File: src/rtl/knn_pkg.sv
`timescale 1ns / 1ps
// ----------------------------------------------------------------------------
// knn_pkg: shared types and constants of the k-nearest insertion list
// Holds the channel payloads, the list entry, the per-cell control and
// status groups, and the state encoding of the result sequencer.
// ----------------------------------------------------------------------------
package knn_pkg;

  localparam int DIST_W  = 32;
  localparam int LABEL_W = 16;
  localparam int POS_W   = 5;
  localparam int K_W     = 5;

  localparam logic [DIST_W-1:0]         DIST_INF   = '1;
  localparam logic signed [LABEL_W-1:0] LABEL_NONE = -16'sd1;

  typedef struct packed {
    logic [DIST_W-1:0]         distance;
    logic signed [LABEL_W-1:0] label;
  } entry_t;

  typedef struct packed {
    logic [DIST_W-1:0]         cand_distance;
    logic signed [LABEL_W-1:0] cand_label;
    logic                      first_of_set;
    logic                      last_of_set;
  } in_payload_t;

  typedef struct packed {
    logic                      kind;
    logic [POS_W-1:0]          position;
    logic [DIST_W-1:0]         out_distance;
    logic signed [LABEL_W-1:0] out_label;
    logic                      last_result;
  } out_payload_t;

  typedef struct packed {
    logic [K_W-1:0] k_in_use;
  } cfg_payload_t;

  // Result kinds.
  localparam logic KIND_REPORT = 1'b0;
  localparam logic KIND_ENTRY  = 1'b1;

  // Broadcast control for every cell of the chain.
  typedef struct packed {
    logic load;   // an item is accepted this cycle
    logic first;  // that item opens a new set
    logic emit;   // rotate the active entries one place toward the head
  } cell_ctl_t;

  // Per-cell status handed back to the top level.
  typedef struct packed {
    logic hit_out;   // this cell or one before it holds a greater distance
    logic hit_here;  // this cell is the insertion place
  } cell_stat_t;

  typedef enum logic {
    ST_IDLE,
    ST_EMIT
  } state_t;

endpackage

File: src/rtl/knn_cell.sv
`timescale 1ns / 1ps
// ----------------------------------------------------------------------------
// knn_cell: one place of the sorted neighbor list
// Compares the candidate with its entry, takes the candidate, its left
// neighbor's entry or keeps its own on an insertion, and takes its right neighbor's entry
// (or the head's, at the last active place) while the list is read out.
// ----------------------------------------------------------------------------
module knn_cell (
  input  logic               clk,
  input  logic               rst_n,
  input  knn_pkg::cell_ctl_t ctl,
  input  logic               active,
  input  logic               is_wrap,
  input  knn_pkg::entry_t    cand,
  input  logic               hit_in,
  input  knn_pkg::entry_t    prev_eff,
  input  knn_pkg::entry_t    next_entry,
  input  knn_pkg::entry_t    head_entry,
  output knn_pkg::entry_t    eff_entry,
  output knn_pkg::entry_t    entry,
  output knn_pkg::cell_stat_t stat
);

  knn_pkg::entry_t entry_r;
  knn_pkg::entry_t entry_nxt;
  logic            lt;

  // A first-of-set item sees a cleared list.
  always_comb begin
    if (ctl.first) begin
      eff_entry.distance = knn_pkg::DIST_INF;
      eff_entry.label    = knn_pkg::LABEL_NONE;
    end else begin
      eff_entry = entry_r;
    end
  end

  assign lt            = active && (cand.distance < eff_entry.distance);
  assign stat.hit_out  = hit_in | lt;
  assign stat.hit_here = lt & ~hit_in;

  always_comb begin
    entry_nxt = entry_r;
    if (ctl.load) begin
      if (active && hit_in) begin
        entry_nxt = prev_eff;
      end else if (lt) begin
        entry_nxt = cand;
      end else begin
        entry_nxt = eff_entry;
      end
    end else if (ctl.emit && active) begin
      entry_nxt = is_wrap ? head_entry : next_entry;
    end
  end

  always_ff @(posedge clk) begin
    if (!rst_n) begin
      entry_r.distance <= knn_pkg::DIST_INF;
      entry_r.label    <= knn_pkg::LABEL_NONE;
    end else begin
      entry_r <= entry_nxt;
    end
  end

  assign entry = entry_r;

endmodule

File: config.mk
export PLATFORM = sky130hd
export DESIGN_NAME = knn_cell
export DESIGN_NICKNAME = d
export VERILOG_FILES = /design/src/rtl/knn_pkg.sv /design/src/rtl/knn_cell.sv
export SDC_FILE = /design/constraint.sdc
export NUM_CORES = 1
export LEC_CHECK = 0
export ABC_AREA = 1
export BUFFER_PORTS_ARGS = -buffer_cell sky130_fd_sc_hd__buf_4
export CAP_MARGIN = 10
export CORE_ASPECT_RATIO = 0.75
export CORE_MARGIN = 2
export CORE_UTILIZATION = 32
export DETAILED_ROUTE_END_ITERATION = 8
export HOLD_SLACK_MARGIN = 0.1
export PLACE_DENSITY = 0.68
export SYNTH_ARGS = -nofsm -noshare
export SYNTH_HDL_FRONTEND = slang
export SYNTH_SLANG_ARGS = --single-unit
File: constraint.sdc
create_clock -name clk -period 3.3 [get_ports clk]
set_input_delay 0.165 -clock clk [delete_from_list [all_inputs] [get_ports clk]]
set_output_delay 0.165 -clock clk [all_outputs]
set_load 0.05 [all_outputs]
==> metrics.cfg <==
[run_status]
outcome = completed

[route]
vias_per_cell = 4.83
wl_per_cell_um = 15.6
via_count = 6985
drc = 0
ant_nets = 0
first_iter_violations = 375
routed_wl_mm = 22.5
firstDrtPassIters = 5

[global_route]
top_usage_layer = met2
grt_max_degree = 49
grt_pass1_wl_mm = 34.6
grt_pass1_vias = 6523
antenna_found_initial = 0
grt.total_usage = 0.259
use_met1 = 0.332
use_met3 = 0.0632
grt_overflow = 0
use_met2 = 0.437

[synth]
synth_area_um2 = 5120
yosys.cell_types.count = 28
synth_xor_xnor_area_share = 0
synth_adder_area_share = 0.0758
netlist_instances = 976
ys_ff_latch = 48
synthSimpleGateAreaFrac = 0.486
synth_top_area_share = 0.261
synth_mux_area_frac = 0
synth_top_family_by_area = simple AND/OR/NAND/NOR gates
yosysWarnings = 0
syn_area_per_cell_um2 = 5.25
synth_compound_gate_area_share = 0.114
synth_seq_area_share = 0.188
synth.area.top_cells = nand2_1 26%, dfxtp_1 19%, nor2_1 13%
synthesis.nets = 1207
synth_area_leader_cell = nand2_1

[timing]
setup-tns-final_ns = 0
timing.final.crit_share = 0.908
max_slew_margin = 0.327
min_period_ns = 3.00
hold_viol_final = 0
drv_slew = 0
final.setup_skew_ns = 0.0119
setup_violations = 0
fmax_mhz = 334
grt_setup_unrepaired = false
tightestPinTransition_ns = 1.01

[worst_setup_path]
rr_startpoint = entry[39]
arrival_ns = 2.83
cp_cell_sequence = nor2_1 > ha_1 > a21oi_1 > o21ai_0 > nand2_1 > o211ai_1 > nor2_4 > nand2_2 > buf_4 > nor2_1 > buf_4
slowest_delay_ns = 0.34
critical_path.slowest_cell = dfxtp_1
cp_max_fo = 20
r2r-end = entry[28]
endpoint_kind = output port
critical_path_buf_inv_count = 2
rrSetupSlack_ns = 0.56
cp-start-kind = flop
critPathKind = reg -> out
crit_family = simple AND/OR/NAND/NOR gates
ff2ff_path_depth = 13
required_ns = 3.13

[layout]
largest_reg_flops = 48
utilization = 0.481
nNetsFinal = 1465
nFillCells = 1719
drive_gt1_frac = 0.264
n_antenna_cell = 0
final_cell_mix = 354 x nand2_1, 309 x buf_4, 170 x nor2_1
final_common_cell = nand2_1
syn_to_final_growth_pct = 48.5

[power]
peakVddDrop_mv = 0.192
p_per_area_nw_per_um2 = 326
power_leakage_nw = 4.34

[floorplan]
start_util = 0.324
coreArea_um2 = 15800
die_x_um = 150
dieHeight_um = 114
io_pins = 298
die-area_um2 = 17000
rows = 40

[clocking]
cts.reportedPaths.clkPinSlew_ns = 0.08
cts_buffers = 5
cts_buffer_depth = 2
hold_buffers = 0
postCtsSetupBuffers = 0
root_buffer = clkbuf_16
h-tree-depth = 2
clock_latency_ns = 0.30
cts_resized = 0
cts_sinks = 48
cts_tree = done

[place]
gp_congestion = 0.896
dp_hpwl_mm = 16.7
port_buffers = 297

[worst_hold_path]
min_from = prev_eff[8]
holdPathStages = 5
hold_end = entry[8]
hold_class = in -> reg

[flow_run]
maxCapViolCount = 0

final cells by class:
| class | count | area (µm²) | share of cell area |
|---|---|---|---|
| well taps | 210 | 263 | 0.0346 |
| multi-input cells | 759 | 3480 | 0.458 |
| clock buffers | 8 | 146 | 0.0192 |
| inverters | 110 | 413 | 0.0543 |
| repair buffers | 310 | 2340 | 0.308 |
| flip-flops and latches | 48 | 961 | 0.126 |
cell usage after synthesis (all sizes together):
cell type and instances:
nor2 172, nor3 2, clkbuf 39, dfxtp 48
inv 108, buf 20, o21a 2, nand3b 9
a21o 1, nand3 77, a31oi 3, nand4 4
ha 31, o21ai 67, a21oi 21, o211ai 3
clkinv 2, nand2 357, or2 1, a211oi 9
worst register-to-register path, delay by kind of cell (launching register included):
kind	cells	cell delay, ns
fa+ha+maj	1	0.31
simple gates	8	1.19
buf+inv	1	0.44
flops	1	0.34
compound gates	3	0.36
worst max-delay path by stage:
stage,slack [ns],depth (start not counted),startpoint,to
floorplan,0.54,11,entry[33],stat[0]
global placement,0.56,14,ctl[1],entry[28]
detailed placement,0.52,14,ctl[1],entry[28]
CTS,0.29,11,entry[39],stat[0]
global route,0.17,11,entry[39],stat[0]
finish,0.30,11,entry[39],stat[0]
metrics by stage:
step / instance area (µm²) / setup WS [ns] / hold WS, ns / cells / total power [mW]
final: 7600 / 0.302 / 0.147 / 1445 / 2.48
after global placement: 7460 / 0.555 / 0.448 / 1437 / 1.93
after global routing: 7600 / 0.172 / 0.154 / 1445 / 2.64
after CTS: 7600 / 0.295 / 0.138 / 1445 / 2.50
after detailed placement: 7460 / 0.522 / 0.458 / 1437 / 1.94
after floorplan: 5120 / 0.538 / 0.356 / 976 / 1.45
cell families after synthesis:
logic type | count (synthesis)
AND/OR/NAND/NOR | 622
buffers and inverters | 169
adder cells (fa/ha/maj) | 31
AO/OA/AOI/OAI | 106
flip-flops | 48
routing by layer:
| metal | vias up | part of all wire |
|---|---|---|
| met5 | - | 0 |
| li1 | 3539 | - |
| met2 | 291 | 0.46 |
| met3 | 35 | 0.092 |
| met4 | 0 | 0.022 |
| met1 | 3120 | 0.43 |
report_power, final:
group	internal (mW)	switching [mW]	leakage (nW)	total (mW)
combinational	0.453	0.793	3.87	1.25
sequential	0.634	0.0421	0.401	0.676
clock	0.304	0.251	0.0712	0.555
total	1.39	1.09	4.34	2.48
Note: power is estimated with default switching activity, not from simulation.
